**src/hw/rtl/tsfs_pkg.sv**
```systemverilog
// Package: shared constants, types and helper functions of the telemetry slot framer.
`timescale 1ns / 1ps
`default_nettype none
package tsfs_pkg;

    localparam int MAX_SLOTS    = 10;
    localparam int VALUE_BYTES  = 4;
    localparam int DICT_ENTRIES = 5;
    localparam int NUM_SLOTS    = (DICT_ENTRIES < MAX_SLOTS) ? DICT_ENTRIES : MAX_SLOTS;
    localparam int SLOT_W       = (NUM_SLOTS > 1) ? $clog2(NUM_SLOTS) : 1;
    localparam int KW           = (VALUE_BYTES > 1) ? $clog2(VALUE_BYTES) : 1;
    localparam int NUM_CLASSES  = 3;
    localparam int NUM_REGS     = 4;
    localparam int REG_IDX_W    = $clog2(NUM_REGS);

    typedef logic [31:0]          word_t;
    typedef logic [1:0]           class_t;
    typedef logic [SLOT_W-1:0]    slot_idx_t;
    typedef logic [NUM_SLOTS-1:0] slot_mask_t;
    typedef logic [NUM_CLASSES-1:0] class_mask_t;
    typedef logic [REG_IDX_W-1:0] reg_idx_t;

    localparam class_t CLASS_SLOW  = 2'd0;
    localparam class_t CLASS_FAST  = 2'd1;
    localparam class_t CLASS_VFAST = 2'd2;

    localparam reg_idx_t REG_PERIOD_SLOW  = 2'd0;
    localparam reg_idx_t REG_PERIOD_FAST  = 2'd1;
    localparam reg_idx_t REG_PERIOD_VFAST = 2'd2;
    localparam reg_idx_t REG_CLASS_ENABLE = 2'd3;

    localparam word_t       RST_PERIOD_SLOW  = 32'd100000;
    localparam word_t       RST_PERIOD_FAST  = 32'd10000;
    localparam word_t       RST_PERIOD_VFAST = 32'd1000;
    localparam class_mask_t RST_CLASS_ENABLE = 3'd4;

    localparam logic [7:0] SOF_BYTE  = 8'hAA;
    localparam logic [7:0] EOF_BYTE  = 8'h55;
    localparam word_t      WRAP_STEP = 32'h0001_0000;

    localparam class_t ID_CLASS [DICT_ENTRIES] =
        '{CLASS_SLOW, CLASS_FAST, CLASS_VFAST, CLASS_VFAST, CLASS_FAST};

    // scheduler to framer: classes due on this tick
    typedef struct packed {
        logic        start;
        class_mask_t mask;
    } frame_req_t;

    function automatic slot_mask_t class_members(input class_t cls);
        slot_mask_t m;
        m = '0;
        for (int i = 0; i < NUM_SLOTS; i++) begin
            m[i] = (ID_CLASS[i] == cls);
        end
        return m;
    endfunction

    function automatic slot_idx_t first_slot(input slot_mask_t m);
        slot_idx_t r;
        r = '0;
        for (int i = NUM_SLOTS - 1; i >= 0; i--) begin
            if (m[i]) r = SLOT_W'(i);
        end
        return r;
    endfunction

    function automatic class_t first_class(input class_mask_t m);
        class_t r;
        r = CLASS_SLOW;
        for (int i = NUM_CLASSES - 1; i >= 0; i--) begin
            if (m[i]) r = 2'(i);
        end
        return r;
    endfunction

    function automatic logic [7:0] len_byte(input slot_mask_t m);
        logic [7:0] s;
        s = 8'd0;
        for (int i = 0; i < NUM_SLOTS; i++) begin
            if (m[i]) s = s + 8'(1 + VALUE_BYTES);
        end
        return s;
    endfunction

endpackage
`default_nettype wire

```
**src/hw/rtl/tsfs_ifs.sv**
```systemverilog
// Interfaces: request channel and frame byte channel.
`timescale 1ns / 1ps
`default_nettype none
interface tsfs_in_if;
    logic        valid;
    logic        ready;
    logic        req_type;
    logic [7:0]  var_id;
    logic [31:0] var_value;
    logic [15:0] timer_count;

    modport source (output valid, req_type, var_id, var_value, timer_count, input ready);
    modport sink   (input valid, req_type, var_id, var_value, timer_count, output ready);
endinterface

interface tsfs_out_if;
    logic       valid;
    logic       ready;
    logic [7:0] tx_byte;
    logic [1:0] frame_class;
    logic       frame_end;
    logic       run_last;

    modport source (output valid, tx_byte, frame_class, frame_end, run_last, input ready);
    modport sink   (input valid, tx_byte, frame_class, frame_end, run_last, output ready);
endinterface
`default_nettype wire

```
**src/hw/rtl/tsfs_sched.sv**
```systemverilog
// Scheduler: extends the timer count and checks each class period with one shared subtractor.
`timescale 1ns / 1ps
`default_nettype none
module tsfs_sched (
    input  wire logic                 clk,
    input  wire logic                 rst_n,
    input  wire logic                 tick,
    input  wire logic [15:0]          timer_count,
    input  wire tsfs_pkg::word_t      period [tsfs_pkg::NUM_CLASSES],
    input  wire tsfs_pkg::class_mask_t class_enable,
    output tsfs_pkg::frame_req_t      frame_req,
    output logic                      idle
);

    typedef enum logic [1:0] {SC_IDLE, SC_TIME, SC_CHECK} state_t;

    state_t                state_reg;
    logic [15:0]           cnt_reg;
    logic [15:0]           prev_reg;
    tsfs_pkg::word_t       time_high_reg;
    tsfs_pkg::word_t       now_reg;
    tsfs_pkg::word_t       last_send_reg [tsfs_pkg::NUM_CLASSES];
    tsfs_pkg::class_t      cls_reg;
    tsfs_pkg::class_mask_t mask_reg;

    tsfs_pkg::word_t       elapsed;
    logic                  hit;
    tsfs_pkg::class_mask_t mask_cur;

    always_comb
    begin
        elapsed           = now_reg - last_send_reg[cls_reg];
        hit               = (elapsed >= period[cls_reg]);
        mask_cur          = mask_reg;
        mask_cur[cls_reg] = hit & class_enable[cls_reg];
    end

    assign frame_req.start = (state_reg == SC_CHECK) && (cls_reg == tsfs_pkg::CLASS_VFAST);
    assign frame_req.mask  = mask_cur;
    assign idle            = (state_reg == SC_IDLE);

    always_ff @(posedge clk or negedge rst_n)
    begin
        if (!rst_n)
        begin
            state_reg     <= SC_IDLE;
            cnt_reg       <= '0;
            prev_reg      <= '0;
            time_high_reg <= '0;
            now_reg       <= '0;
            for (int i = 0; i < tsfs_pkg::NUM_CLASSES; i++)
            begin
                last_send_reg[i] <= '0;
            end
            cls_reg  <= tsfs_pkg::CLASS_SLOW;
            mask_reg <= '0;
        end
        else
        begin
            case (state_reg)
                SC_IDLE:
                begin
                    if (tick)
                    begin
                        cnt_reg  <= timer_count;
                        prev_reg <= timer_count;
                        if (timer_count < prev_reg)
                        begin
                            time_high_reg <= time_high_reg + tsfs_pkg::WRAP_STEP;
                        end
                        state_reg <= SC_TIME;
                    end
                end
                SC_TIME:
                begin
                    now_reg   <= time_high_reg + 32'(cnt_reg);
                    cls_reg   <= tsfs_pkg::CLASS_SLOW;
                    mask_reg  <= '0;
                    state_reg <= SC_CHECK;
                end
                SC_CHECK:
                begin
                    if (hit)
                    begin
                        last_send_reg[cls_reg] <= now_reg;
                    end
                    mask_reg <= mask_cur;
                    if (cls_reg == tsfs_pkg::CLASS_VFAST)
                    begin
                        state_reg <= SC_IDLE;
                    end
                    else
                    begin
                        cls_reg <= cls_reg + 2'd1;
                    end
                end
                default:
                begin
                    state_reg <= SC_IDLE;
                end
            endcase
        end
    end

endmodule
`default_nettype wire

```
**src/hw/rtl/tsfs_framer.sv**
```systemverilog
// Framer: sequences the bytes of the due frames into a registered output stage.
`timescale 1ns / 1ps
`default_nettype none
module tsfs_framer (
    input  wire logic                  clk,
    input  wire logic                  rst_n,
    input  wire tsfs_pkg::frame_req_t  frame_req,
    input  wire tsfs_pkg::slot_mask_t  slot_occupied,
    input  wire tsfs_pkg::word_t       rd_value,
    output tsfs_pkg::slot_idx_t        rd_idx,
    output logic                       idle,
    tsfs_out_if.source                 tx
);

    typedef enum logic [2:0] {FR_IDLE, FR_SOF, FR_LEN, FR_ID, FR_DATA, FR_EOF} state_t;

    state_t                state_reg;
    tsfs_pkg::class_t      cls_reg;
    tsfs_pkg::class_mask_t pend_cls_reg;
    tsfs_pkg::slot_mask_t  pend_slot_reg;
    tsfs_pkg::slot_idx_t   slot_reg;
    logic [tsfs_pkg::KW-1:0] k_reg;

    logic       out_valid_reg;
    logic [7:0] byte_reg;
    tsfs_pkg::class_t out_cls_reg;
    logic       end_reg;
    logic       last_reg;

    logic                  load;
    tsfs_pkg::class_t      req_first;
    tsfs_pkg::class_t      pend_first;
    tsfs_pkg::slot_idx_t   slot_first;
    tsfs_pkg::word_t       shifted;

    assign load       = !out_valid_reg || tx.ready;
    assign req_first  = tsfs_pkg::first_class(frame_req.mask);
    assign pend_first = tsfs_pkg::first_class(pend_cls_reg);
    assign slot_first = tsfs_pkg::first_slot(pend_slot_reg);
    assign shifted    = rd_value >> {k_reg, 3'b000};

    assign rd_idx         = slot_reg;
    assign idle           = (state_reg == FR_IDLE);
    assign tx.valid       = out_valid_reg;
    assign tx.tx_byte     = byte_reg;
    assign tx.frame_class = out_cls_reg;
    assign tx.frame_end   = end_reg;
    assign tx.run_last    = last_reg;

    always_ff @(posedge clk or negedge rst_n)
    begin
        if (!rst_n)
        begin
            state_reg     <= FR_IDLE;
            out_valid_reg <= 1'b0;
            cls_reg       <= tsfs_pkg::CLASS_SLOW;
            pend_cls_reg  <= '0;
            pend_slot_reg <= '0;
            slot_reg      <= '0;
            k_reg         <= '0;
            byte_reg      <= '0;
            out_cls_reg   <= tsfs_pkg::CLASS_SLOW;
            end_reg       <= 1'b0;
            last_reg      <= 1'b0;
        end
        else
        begin
            case (state_reg)
                FR_IDLE:
                begin
                    if (tx.ready)
                    begin
                        out_valid_reg <= 1'b0;
                    end
                    if (frame_req.start && (frame_req.mask != '0))
                    begin
                        cls_reg      <= req_first;
                        pend_cls_reg <= frame_req.mask
                                        & ~(tsfs_pkg::NUM_CLASSES'(1) << req_first);
                        state_reg    <= FR_SOF;
                    end
                end
                FR_SOF:
                begin
                    if (load)
                    begin
                        out_valid_reg <= 1'b1;
                        byte_reg      <= tsfs_pkg::SOF_BYTE;
                        out_cls_reg   <= cls_reg;
                        end_reg       <= 1'b0;
                        last_reg      <= 1'b0;
                        pend_slot_reg <= slot_occupied & tsfs_pkg::class_members(cls_reg);
                        state_reg     <= FR_LEN;
                    end
                end
                FR_LEN:
                begin
                    if (load)
                    begin
                        out_valid_reg <= 1'b1;
                        byte_reg      <= tsfs_pkg::len_byte(pend_slot_reg);
                        out_cls_reg   <= cls_reg;
                        end_reg       <= 1'b0;
                        last_reg      <= 1'b0;
                        state_reg     <= (pend_slot_reg != '0) ? FR_ID : FR_EOF;
                    end
                end
                FR_ID:
                begin
                    if (load)
                    begin
                        out_valid_reg <= 1'b1;
                        byte_reg      <= 8'(slot_first);
                        out_cls_reg   <= cls_reg;
                        end_reg       <= 1'b0;
                        last_reg      <= 1'b0;
                        slot_reg      <= slot_first;
                        pend_slot_reg <= pend_slot_reg
                                         & ~(tsfs_pkg::NUM_SLOTS'(1) << slot_first);
                        k_reg         <= '0;
                        state_reg     <= FR_DATA;
                    end
                end
                FR_DATA:
                begin
                    if (load)
                    begin
                        out_valid_reg <= 1'b1;
                        byte_reg      <= shifted[7:0];
                        out_cls_reg   <= cls_reg;
                        end_reg       <= 1'b0;
                        last_reg      <= 1'b0;
                        if (k_reg == tsfs_pkg::KW'(tsfs_pkg::VALUE_BYTES - 1))
                        begin
                            state_reg <= (pend_slot_reg != '0) ? FR_ID : FR_EOF;
                        end
                        else
                        begin
                            k_reg <= k_reg + 1'b1;
                        end
                    end
                end
                FR_EOF:
                begin
                    if (load)
                    begin
                        out_valid_reg <= 1'b1;
                        byte_reg      <= tsfs_pkg::EOF_BYTE;
                        out_cls_reg   <= cls_reg;
                        end_reg       <= 1'b1;
                        last_reg      <= (pend_cls_reg == '0);
                        if (pend_cls_reg == '0)
                        begin
                            state_reg <= FR_IDLE;
                        end
                        else
                        begin
                            cls_reg      <= pend_first;
                            pend_cls_reg <= pend_cls_reg
                                            & ~(tsfs_pkg::NUM_CLASSES'(1) << pend_first);
                            state_reg    <= FR_SOF;
                        end
                    end
                end
                default:
                begin
                    out_valid_reg <= 1'b0;
                    state_reg     <= FR_IDLE;
                end
            endcase
        end
    end

endmodule
`default_nettype wire

```
**src/hw/rtl/telemetry_slot_framer_scheduler_top.sv**
```systemverilog
// Top level: telemetry slot store, configuration registers, scheduler and framer.
//
// Usage:
//   req  : one beat is either a store (req_type 0: var_id, var_value) or a
//          timer tick (req_type 1: timer_count). Stores to ids 0..4 update the
//          slot at once; other ids are dropped.
//   tx   : frame bytes, one beat per byte, each tagged with its class;
//          frame_end marks the 0x55 trailer, run_last the final byte of a tick.
//   cfg  : cfg_we/cfg_index/cfg_data write the three periods and the class
//          enable mask; write only while the block is idle.
// Sequence: a tick first extends time, then runs the period checks of the
//   three classes (one class per cycle through a single subtract/compare);
//   when a class is due, the framer then loads the first byte.
// Throughput: one byte per cycle while tx is ready, and a tick sends up to
//   29 bytes; req.ready stays low until the last byte of the tick is in
//   the output register.
// Stall: a low tx.ready holds the output register and the sequencer.
// Reset: periods and enable take their defaults, all slots empty, time zero.
`timescale 1ns / 1ps
`default_nettype none
module telemetry_slot_framer_scheduler_top (
    input  wire logic                      clk,
    input  wire logic                      rst_n,
    tsfs_in_if.sink                        req,
    tsfs_out_if.source                     tx,
    input  wire logic                      cfg_we,
    input  wire tsfs_pkg::reg_idx_t        cfg_index,
    input  wire tsfs_pkg::word_t           cfg_data
);

    tsfs_pkg::word_t       period_reg [tsfs_pkg::NUM_CLASSES];
    tsfs_pkg::class_mask_t enable_reg;
    tsfs_pkg::word_t       slot_value_reg [tsfs_pkg::NUM_SLOTS];
    tsfs_pkg::slot_mask_t  occupied_reg;

    logic                  sched_idle;
    logic                  framer_idle;
    logic                  accept;
    logic                  store_hit;
    tsfs_pkg::slot_idx_t   store_idx;
    tsfs_pkg::frame_req_t  frame_req;
    tsfs_pkg::slot_idx_t   rd_idx;
    tsfs_pkg::word_t       rd_value;

    assign req.ready = sched_idle && framer_idle;
    assign accept    = req.valid && req.ready;
    assign store_hit = accept && !req.req_type && (req.var_id < 8'(tsfs_pkg::NUM_SLOTS));
    assign store_idx = req.var_id[tsfs_pkg::SLOT_W-1:0];
    assign rd_value  = slot_value_reg[rd_idx];

    always_ff @(posedge clk or negedge rst_n)
    begin
        if (!rst_n)
        begin
            period_reg[0] <= tsfs_pkg::RST_PERIOD_SLOW;
            period_reg[1] <= tsfs_pkg::RST_PERIOD_FAST;
            period_reg[2] <= tsfs_pkg::RST_PERIOD_VFAST;
            enable_reg    <= tsfs_pkg::RST_CLASS_ENABLE;
        end
        else if (cfg_we)
        begin
            case (cfg_index)
                tsfs_pkg::REG_PERIOD_SLOW:  period_reg[0] <= cfg_data;
                tsfs_pkg::REG_PERIOD_FAST:  period_reg[1] <= cfg_data;
                tsfs_pkg::REG_PERIOD_VFAST: period_reg[2] <= cfg_data;
                tsfs_pkg::REG_CLASS_ENABLE: enable_reg    <= cfg_data[tsfs_pkg::NUM_CLASSES-1:0];
                default:                    enable_reg    <= enable_reg;
            endcase
        end
    end

    // slot values: unoccupied slots are never read
    always_ff @(posedge clk)
    begin
        if (store_hit)
        begin
            slot_value_reg[store_idx] <= req.var_value;
        end
    end

    always_ff @(posedge clk or negedge rst_n)
    begin
        if (!rst_n)
        begin
            occupied_reg <= '0;
        end
        else if (store_hit && (req.var_id != 8'd0))
        begin
            occupied_reg[store_idx] <= 1'b1;
        end
    end

    tsfs_sched u_sched (
        .clk          (clk),
        .rst_n        (rst_n),
        .tick         (accept && req.req_type),
        .timer_count  (req.timer_count),
        .period       (period_reg),
        .class_enable (enable_reg),
        .frame_req    (frame_req),
        .idle         (sched_idle)
    );

    tsfs_framer u_framer (
        .clk           (clk),
        .rst_n         (rst_n),
        .frame_req     (frame_req),
        .slot_occupied (occupied_reg),
        .rd_value      (rd_value),
        .rd_idx        (rd_idx),
        .idle          (framer_idle),
        .tx            (tx)
    );

endmodule
`default_nettype wire

```
**src/flat_wrapper.sv**
```systemverilog
// flat-port wrapper written by rule: the top's interface ports become plain ports
module telemetry_slot_framer_scheduler_top_flat 
  (clk, rst_n, cfg_we, cfg_index, cfg_data, req_valid, req_req_type, req_var_id, req_var_value, req_timer_count, req_ready, tx_valid, tx_tx_byte, tx_frame_class, tx_frame_end, tx_run_last, tx_ready);
  tsfs_in_if req_i ();
  tsfs_out_if tx_i ();
  input  wire logic clk;
  input  wire logic rst_n;
  input  wire logic cfg_we;
  input  wire tsfs_pkg::reg_idx_t cfg_index;
  input  wire tsfs_pkg::word_t cfg_data;
  input wire logic [$bits(req_i.valid)-1:0] req_valid;
  input wire logic [$bits(req_i.req_type)-1:0] req_req_type;
  input wire logic [$bits(req_i.var_id)-1:0] req_var_id;
  input wire logic [$bits(req_i.var_value)-1:0] req_var_value;
  input wire logic [$bits(req_i.timer_count)-1:0] req_timer_count;
  output wire logic [$bits(req_i.ready)-1:0] req_ready;
  output wire logic [$bits(tx_i.valid)-1:0] tx_valid;
  output wire logic [$bits(tx_i.tx_byte)-1:0] tx_tx_byte;
  output wire logic [$bits(tx_i.frame_class)-1:0] tx_frame_class;
  output wire logic [$bits(tx_i.frame_end)-1:0] tx_frame_end;
  output wire logic [$bits(tx_i.run_last)-1:0] tx_run_last;
  input wire logic [$bits(tx_i.ready)-1:0] tx_ready;
  assign req_i.valid = req_valid;
  assign req_i.req_type = req_req_type;
  assign req_i.var_id = req_var_id;
  assign req_i.var_value = req_var_value;
  assign req_i.timer_count = req_timer_count;
  assign req_ready = req_i.ready;
  assign tx_valid = tx_i.valid;
  assign tx_tx_byte = tx_i.tx_byte;
  assign tx_frame_class = tx_i.frame_class;
  assign tx_frame_end = tx_i.frame_end;
  assign tx_run_last = tx_i.run_last;
  assign tx_i.ready = tx_ready;
  telemetry_slot_framer_scheduler_top u_core (.clk(clk), .rst_n(rst_n), .req(req_i), .tx(tx_i), .cfg_we(cfg_we), .cfg_index(cfg_index), .cfg_data(cfg_data));
endmodule
```
**config.mk**
```make
export PLATFORM = sky130hd
export DESIGN_NAME = telemetry_slot_framer_scheduler_top_flat
export DESIGN_NICKNAME = d
export VERILOG_FILES = /design/src/hw/rtl/tsfs_pkg.sv /design/src/hw/rtl/tsfs_ifs.sv /design/src/hw/rtl/tsfs_sched.sv /design/src/hw/rtl/tsfs_framer.sv /design/src/hw/rtl/telemetry_slot_framer_scheduler_top.sv /design/src/flat_wrapper.sv
export SDC_FILE = /design/constraint.sdc
export NUM_CORES = 1
export LEC_CHECK = 0
export BUFFER_PORTS_ARGS = -buffer_cell sky130_fd_sc_hd__buf_2
export CORE_UTILIZATION = 45
export DETAILED_ROUTE_END_ITERATION = 8
export PLACE_DENSITY = 0.64
export SYNTH_ARGS = -nofsm -noshare
export SYNTH_HDL_FRONTEND = slang
export SYNTH_SLANG_ARGS = --single-unit
```
**constraint.sdc**
```tcl
create_clock -name clk -period 9.3 [get_ports clk]
set_clock_uncertainty 0.15 [all_clocks]
set_input_delay 0.93 -clock clk [delete_from_list [all_inputs] [get_ports clk]]
set_output_delay 0.93 -clock clk [all_outputs]
set_load 0.1 [all_outputs]
```
==> results of run 1 <==
[placed cells by master (no fill, tap or decap), types with 31 or more instances in the layout]
cell,Yosys,routed
sky130_fd_sc_hd__a21oi_1,122,122
sky130_fd_sc_hd__buf_2,17,108
sky130_fd_sc_hd__clkbuf_16,0,50
sky130_fd_sc_hd__dfrtp_1,284,280
sky130_fd_sc_hd__edfxtp_1,160,160
sky130_fd_sc_hd__ha_1,92,92
sky130_fd_sc_hd__inv_1,44,44
sky130_fd_sc_hd__mux2_2,244,244
sky130_fd_sc_hd__mux2i_1,73,73
sky130_fd_sc_hd__mux4_2,42,42
sky130_fd_sc_hd__nand2_1,55,55
sky130_fd_sc_hd__nand3_1,31,31
sky130_fd_sc_hd__nor2_1,121,119
sky130_fd_sc_hd__o21ai_0,53,53
sky130_fd_sc_hd__xnor2_1,36,36
[area by class of cell]
cell class / instances / share of cell area [%]
antenna: 4 / 0.0397
timing repair buffer: 132 / 2.89
sequential: 462 / 49.1
clock buffer: 70 / 5.42
clock inverter: 23 / 0.957
multi-input combinational: 1103 / 37.6
inverter: 44 / 0.655
tap: 664 / 3.29
[logic make-up after synthesis]
| family | count (synthesis) | synth area share, % |
|---|---|---|
| buffers and inverters | 126 | 2.37 |
| adder cells (fa/ha/maj) | 93 | 5.23 |
| XOR/XNOR | 46 | 1.80 |
| AND/OR/NAND/NOR | 314 | 6.96 |
| multiplexers | 367 | 20.6 |
| AO/OA/AOI/OAI | 283 | 7.71 |
| flip-flops | 462 | 55.4 |
[final timing paths]
kind | cells past startpoint | slack [ns] | end | from
max | 22 | 2.33 | u_core.u_sched.last_send_reg[57] | u_core.u_sched.cls_reg[0]
min | 1 | 0.1 | u_core.u_framer.tx.frame_class[1] | rst_n
max in group asynchronous | 3 | 6.51 | u_core.period_reg[82] | rst_n
max reg2reg | 22 | 2.33 | u_core.u_sched.last_send_reg[57] | u_core.u_sched.cls_reg[0]
min in group clk | 0 | 0.24 | u_core.occupied_reg[0] | u_core.occupied_reg[0]
min reg2reg | 0 | 0.24 | u_core.occupied_reg[0] | u_core.occupied_reg[0]
[power by group through the flow]
| stage | Sequential [mW] | Clock (mW) | Combinational, mW |
|---|---|---|---|
| final | 2.67 | 1.94 | 3.33 |
| after global placement | 2.70 | 0 | 3.24 |
| after global routing | 2.72 | 2.06 | 3.73 |
| after CTS | 2.67 | 1.99 | 3.34 |
| after floorplan | 2.73 | 0 | 2.51 |
| after detailed placement | 2.71 | 0 | 3.32 |
[metal layers]
metal | part of all wire (%) | GRT usage, % | up-vias
li1 | - | - | 6540
met1 | 46 | 25.3 | 6987
met2 | 49 | 32.1 | 212
met3 | 3.5 | 3.10 | 72
met4 | 1.9 | 5.16 | 2
met5 | 0.028 | 0 | -
[worst max-delay path, stage by stage (launching register included)]
cell and delay [ns]:
sky130_fd_sc_hd__dfrtp_4 0.72, sky130_fd_sc_hd__buf_4 0.76, sky130_fd_sc_hd__mux2i_1 0.17, sky130_fd_sc_hd__nor2_1 0.12, sky130_fd_sc_hd__a21oi_1 0.05, sky130_fd_sc_hd__ha_1 0.43
sky130_fd_sc_hd__nand3_1 0.17, sky130_fd_sc_hd__nor2_1 0.22, sky130_fd_sc_hd__nand3_1 0.10, sky130_fd_sc_hd__o31ai_1 0.47, sky130_fd_sc_hd__a211oi_1 0.21, sky130_fd_sc_hd__o31ai_1 0.28
sky130_fd_sc_hd__a21oi_1 0.12, sky130_fd_sc_hd__xnor2_1 0.15, sky130_fd_sc_hd__ha_1 0.33, sky130_fd_sc_hd__a21o_1 0.16, sky130_fd_sc_hd__a21o_1 0.16, sky130_fd_sc_hd__a221oi_1 0.28
sky130_fd_sc_hd__o21a_1 0.22, sky130_fd_sc_hd__nand2_1 0.14, sky130_fd_sc_hd__nand3_1 0.64, sky130_fd_sc_hd__buf_4 0.39, sky130_fd_sc_hd__mux2_2 0.37
==> results.txt, run 1 <==
Number of flip-flops under the largest register name = 160
TritonCTS clock tree = done
Nature of the critical path endpoint = flip-flop
Fmax achieved = 0.144 GHz
Die extent in x = 225 um
Switching share of total power = 37.4%
Final standard cell utilization of the core = 51.5%
Setup ws final = 2.33 ns
Count of hold-fix buffers inserted at cts = 0
Setup Total Neg Slack = 0 ns
Final critical path time including I/O delays and setup = 6.97 ns
DRC Markers = 0
Number of H-tree branching levels = 2
Post-synthesis sequential area ratio = 55.4%
Wire length of the first global-routing pass = 76300 um
Fraction of power consumed by the clock network = 24.4%
Static Leak = 10.5 nW
Net switching power = 2.97 mW
PwrDens = 315 nW/um^2
Post-Place Cell Area = 23600 um^2
Total area of multi-input combinational cells = 9490 um^2
Floorplan Core Area = 49000 um^2
Routed WL per cell = 18.7 um
Final hold slack = 0.0970 ns
HPWL after detailed placement = 30900 um
Number of synthesized register bits = 462
Drt first pass iters = 5
Post-synthesis async set-or-reset flop share = 65.4%
Aggregate global routing overflow = 0
Starting Density = 45.7%
Result of the run = finished clean
Pin count of the biggest net entering global routing = 88
Cell count after synthesis = 1691
Boundary Pins = 110
Summed area of non-filler cells in the final layout = 25200 um^2
Num CTS Buffers = 50
Starting DRT DRC Count = 870
Main area contributors after synthesis = sky130_fd_sc_hd__dfrtp_1 (32%), sky130_fd_sc_hd__edfxtp_1 (21%), sky130_fd_sc_hd__mux2_2 (12%)
Average cell area after synthesis = 13.2 um^2
Netlist Area Pre-Place = 22400 um^2
Final cell count without fillers = 2502
Filler Cell Count = 4131
Share of layout cells above drive strength 1 = 29.2%
Count of antenna-violating nets left after detailed routing = 0
Number of placed instances with taps included = 2405
Total via count after detailed routing = 13.8k
Crit Path Max Fanout = 44
Root buf cell = sky130_fd_sc_hd__clkbuf_16
Post-synth top flop = sky130_fd_sc_hd__dfrtp_1
Pins over their slew limit = 0
Vias in the first global route = 14.3k
Slew of the pin with the lowest slew margin = 1.07 ns
Critical path data arrival time = 7.28 ns
Period Utilization, post-route = 74.9%
Routed via count divided by cell count = 5.52
Worst setup timing slack at the placement stage = 2.33 ns
Clock Latency Late Sink = 0.60 ns
Sequential cell area in the final layout = 12400 um^2
Clock slew seen by the registers of the worst setup and hold paths = 0.06 ns
Post-synth cell types = 79
Number of failing hold endpoints at the final stage = 0
Clock sink total = 462
Class of the worst hold path = primary input to async pin
Net total in the final layout = 1982
Area growth syn-to-layout = 12.8%
Most frequent cell after synthesis = sky130_fd_sc_hd__dfrtp_1
Count of flip-flops with a built-in enable after synthesis = 160
Most common library cells after synthesis = sky130_fd_sc_hd__dfrtp_1 (284), sky130_fd_sc_hd__mux2_2 (244), sky130_fd_sc_hd__edfxtp_1 (160), sky130_fd_sc_hd__a21oi_1 (122), sky130_fd_sc_hd__nor2_1 (121)
Total wirelength of the detailed-routed design = 46800 um
Req. time, crit path = 9.62 ns
Net count after synthesis = 1880
Initial antenna violation count = 4
Unrepaired setup endpoints after global routing = no
Final GP Congestion = 0.815
Cell type with the largest total area after synthesis = sky130_fd_sc_hd__dfrtp_1
Sequential group share of total power = 33.7%
Top-area cell type share of the netlist area = 31.8%
Maxcap violations = 0
Internal power component = 4.97 mW
Total power draw = 7.94 mW
Startpoint types = flip-flop
Row Count = 81
Start-to-end type of the worst setup path = flip-flop to flip-flop
Largest buffer count on any clock path = 3
Slew headroom = 28.5%
Area of the die = 50600 um^2
Max VDD drop = 0.000197 V
Combinational power share = 41.9%
Number of port buffers = 109
Quantity of gates resized following cts = 0
Final setup violation count = 0
Synth Warn # = 0
Post-CTS setup-driven buffer insertion count = 0
Die Span Y = 225 um
GRT Resource Usage Total = 19.0%
Power figures use the tool's default switching activity.
==> run 2, diff against run 1 <==
--- a/config.mk
+++ b/config.mk
@@ -5,10 +5,11 @@
 export SDC_FILE = /design/constraint.sdc
 export NUM_CORES = 1
 export LEC_CHECK = 0
+export ABC_AREA = 1
 export BUFFER_PORTS_ARGS = -buffer_cell sky130_fd_sc_hd__buf_2
 export CORE_UTILIZATION = 45
 export DETAILED_ROUTE_END_ITERATION = 8
-export PLACE_DENSITY = 0.64
+export PLACE_DENSITY = 0.66
 export SYNTH_ARGS = -nofsm -noshare
 export SYNTH_HDL_FRONTEND = slang
 export SYNTH_SLANG_ARGS = --single-unit
==> constraint.sdc (replaced) <==
create_clock -name clk -period 5.7 [get_ports clk]
set_clock_uncertainty 0.15 [all_clocks]
set_input_delay 0.57 -clock clk [delete_from_list [all_inputs] [get_ports clk]]
set_output_delay 0.57 -clock clk [all_outputs]
set_load 0.1 [all_outputs]
==> results.txt, run 2 <==
Result of the run = finished clean
TritonCTS clock tree = done
Starting DRT DRC Count = 1329
Setup Total Neg Slack = 0 ns
Max VDD drop = 0.000323 V
Total wirelength of the detailed-routed design = 53800 um
Netlist Area Pre-Place = 22400 um^2
Most frequent cell after synthesis = sky130_fd_sc_hd__nand2_1
Boundary Pins = 110
Filler Cell Count = 4458
Final standard cell utilization of the core = 51.5%
Fmax achieved = 0.191 GHz
Clock slew seen by the registers of the worst setup and hold paths = 0.06 ns
Static Leak = 11.3 nW
Routed WL per cell = 17.1 um
Count of antenna-violating nets left after detailed routing = 0
Final setup violation count = 0
Drt first pass iters = 6
Most common cell after layout, fill and taps aside = sky130_fd_sc_hd__nand2_1
Final critical path time including I/O delays and setup = 5.24 ns
Register-to-register path setup slack = 0.46 ns
Cell type with the largest total area after synthesis = sky130_fd_sc_hd__dfrtp_1
Final GP Congestion = 0.909
Most common library cells after synthesis = sky130_fd_sc_hd__nand2_1 (430), sky130_fd_sc_hd__o21ai_0 (389), sky130_fd_sc_hd__dfrtp_1 (284), sky130_fd_sc_hd__inv_1 (228), sky130_fd_sc_hd__nor2_1 (204)
Root buf cell = sky130_fd_sc_hd__clkbuf_16
Slew headroom = 21.8%
Number of port buffers = 109
Floorplan Core Area = 49100 um^2
Post-synthesis sequential area ratio = 55.2%
Number of failing hold endpoints at the final stage = 0
Crit Path Max Fanout = 17
Main area contributors after synthesis = sky130_fd_sc_hd__dfrtp_1 (32%), sky130_fd_sc_hd__edfxtp_1 (21%), sky130_fd_sc_hd__o21ai_0 (8.7%)
Req. time, crit path = 6.03 ns
Count of flip-flops with a built-in enable after synthesis = 160
Starting Density = 45.8%
Number of flip-flops under the largest register name = 160
Share of layout cells above drive strength 1 = 12.5%
Number of H-tree branching levels = 2
Vias in the first global route = 17.0k
Post-synth top flop = sky130_fd_sc_hd__dfrtp_1
Startpoint types = flip-flop
Post-synthesis async set-or-reset flop share = 65.4%
PwrDens = 572 nW/um^2
Num CTS Buffers = 50
Critical path data arrival time = 5.57 ns
Total via count after detailed routing = 16.9k
Synth Warn # = 0
Clock Latency Late Sink = 0.60 ns
Top-area cell type share of the netlist area = 31.7%
Final cell count without fillers = 3156
Area growth syn-to-layout = 12.4%
Commonest cells after routing, fill and taps aside = sky130_fd_sc_hd__nand2_1 (428), sky130_fd_sc_hd__o21ai_0 (389), sky130_fd_sc_hd__dfrtp_1 (282), sky130_fd_sc_hd__inv_1 (228), sky130_fd_sc_hd__nor2_1 (202)
Wire length of the first global-routing pass = 87500 um
Net count after synthesis = 2553
Initial antenna violation count = 4
Period Utilization, post-route = 91.9%
HPWL after detailed placement = 35300 um
Pin count of the biggest net entering global routing = 151
GRT Resource Usage Total = 21.7%
Start-to-end type of the worst setup path = flip-flop to flip-flop
Nature of the critical path endpoint = flip-flop
Number of placed instances with taps included = 3057
DRC Markers = 0
Die Span Y = 225 um
Maxcap violations = 0
Row Count = 81
Post-synth cell types = 65
Routed via count divided by cell count = 5.37
Class of the worst hold path = primary input to flip-flop
Largest buffer count on any clock path = 3
Clock sink total = 462
Number of synthesized register bits = 462
Cell count after synthesis = 2364
Slew of the pin with the lowest slew margin = 1.17 ns
Net total in the final layout = 2638
Pins over their slew limit = 0
Aggregate global routing overflow = 0
Die extent in x = 225 um
Area of the die = 50800 um^2
Average cell area after synthesis = 9.50 um^2
## run 2: path summary, 6_finish.rpt
path,start,endpoint,depth (start not counted)
worst max-delay path,u_core.u_sched.cls_reg[0],u_core.u_sched.last_send_reg[22],25
worst min-delay path,req_var_value[29],u_core.slot_value_reg[4][29],1
worst max register to register,u_core.u_sched.cls_reg[0],u_core.u_sched.last_send_reg[22],25
worst min register to register,u_core.occupied_reg[0],u_core.occupied_reg[0],0
max in group asynchronous,rst_n,u_core.period_reg[94],3
min in group asynchronous,rst_n,u_core.u_sched.time_high_reg[25],2
## run 2: layout make-up
class,instances,area [um^2],share of cell area (%)
Timing Repair Buffer,135,786,3.11
Inverter,238,897,3.55
Clock inverter,21,169,0.669
Clock buffer,73,1400,5.54
Multi-Input combinational cell,1562,8770,34.7
Tap cell,664,831,3.29
Antenna cell,1,2.50,0.00991
Sequential cell,462,12400,49.1
## run 2: cell families (layout without fill, tap and decap cells)
logic type               after synthesis  count (layout)  synth area share [%]
adder cells (fa/ha/maj)               93              93                  5.22
flip-flops                           462             462                  55.2
multiplexers                          31              31                  1.56
AND/OR/NAND/NOR                      734             735                  13.6
buffers and inverters                341             467                  6.01
other                                  0               1                     0
XOR/XNOR                              51              51                  2.02
AO/OA/AOI/OAI                        652             652                  16.4
## run 2: report_power, final
group	leakage [nW]	internal (mW)	switching, mW	total [mW]
sequential	5.28	4.04	0.413	4.45
combinational	5.22	2.41	4.44	6.86
clock	0.764	1.79	1.33	3.12
## run 2: repair_timing
item	4_1_cts	5_1_grt
gates resized for setup	0	4
buffers inserted	0	2
endpoints found under the hold margin	74	0
hold buffers	1	0
setup endpoints to repair	0	59
## run 2: stage by stage
step	hold slack, ns	total power [mW]	setup WS (ns)	cell area [um^2]
after floorplan	0.124	9.59	0.197	22400
after global placement	0.220	11.2	0.402	23600
after detailed placement	0.222	11.3	0.341	23600
after CTS	0.0186	14.5	0.325	25200
after global routing	0.0381	15.7	-0.00459	25200
final	0.0486	14.4	0.463	25200
## run 2: critical path, cell delays in order (launching register included)
cell and delay, ns:
sky130_fd_sc_hd__dfrtp_2 0.45, sky130_fd_sc_hd__nor2_4 0.39, sky130_fd_sc_hd__inv_1 0.17, sky130_fd_sc_hd__o21ai_0 0.18, sky130_fd_sc_hd__ha_1 0.16, sky130_fd_sc_hd__inv_1 0.06, sky130_fd_sc_hd__fa_1 0.39, sky130_fd_sc_hd__nand3_1 0.09
sky130_fd_sc_hd__nand2_1 0.13, sky130_fd_sc_hd__a21boi_1 0.29, sky130_fd_sc_hd__o21ai_0 0.19, sky130_fd_sc_hd__a31oi_1 0.31, sky130_fd_sc_hd__o21ai_2 0.11, sky130_fd_sc_hd__xor2_1 0.17, sky130_fd_sc_hd__ha_1 0.29, sky130_fd_sc_hd__nand2_1 0.07
sky130_fd_sc_hd__nor2_1 0.14, sky130_fd_sc_hd__nand2_1 0.08, sky130_fd_sc_hd__nor2_1 0.11, sky130_fd_sc_hd__nor2_1 0.05, sky130_fd_sc_hd__nand2_1 0.06, sky130_fd_sc_hd__nand2_1 0.06, sky130_fd_sc_hd__nand2_2 0.10, sky130_fd_sc_hd__nand2_4 0.12
sky130_fd_sc_hd__nor2_8 0.37, sky130_fd_sc_hd__mux2_2 0.39
## run 2: layer usage
metal  part of all wire (%)  track usage (%)
met1                     42             26.1
met2                     51             38.8
met3                    5.0             3.61
met4                    2.7             7.75
met5                  0.069                0
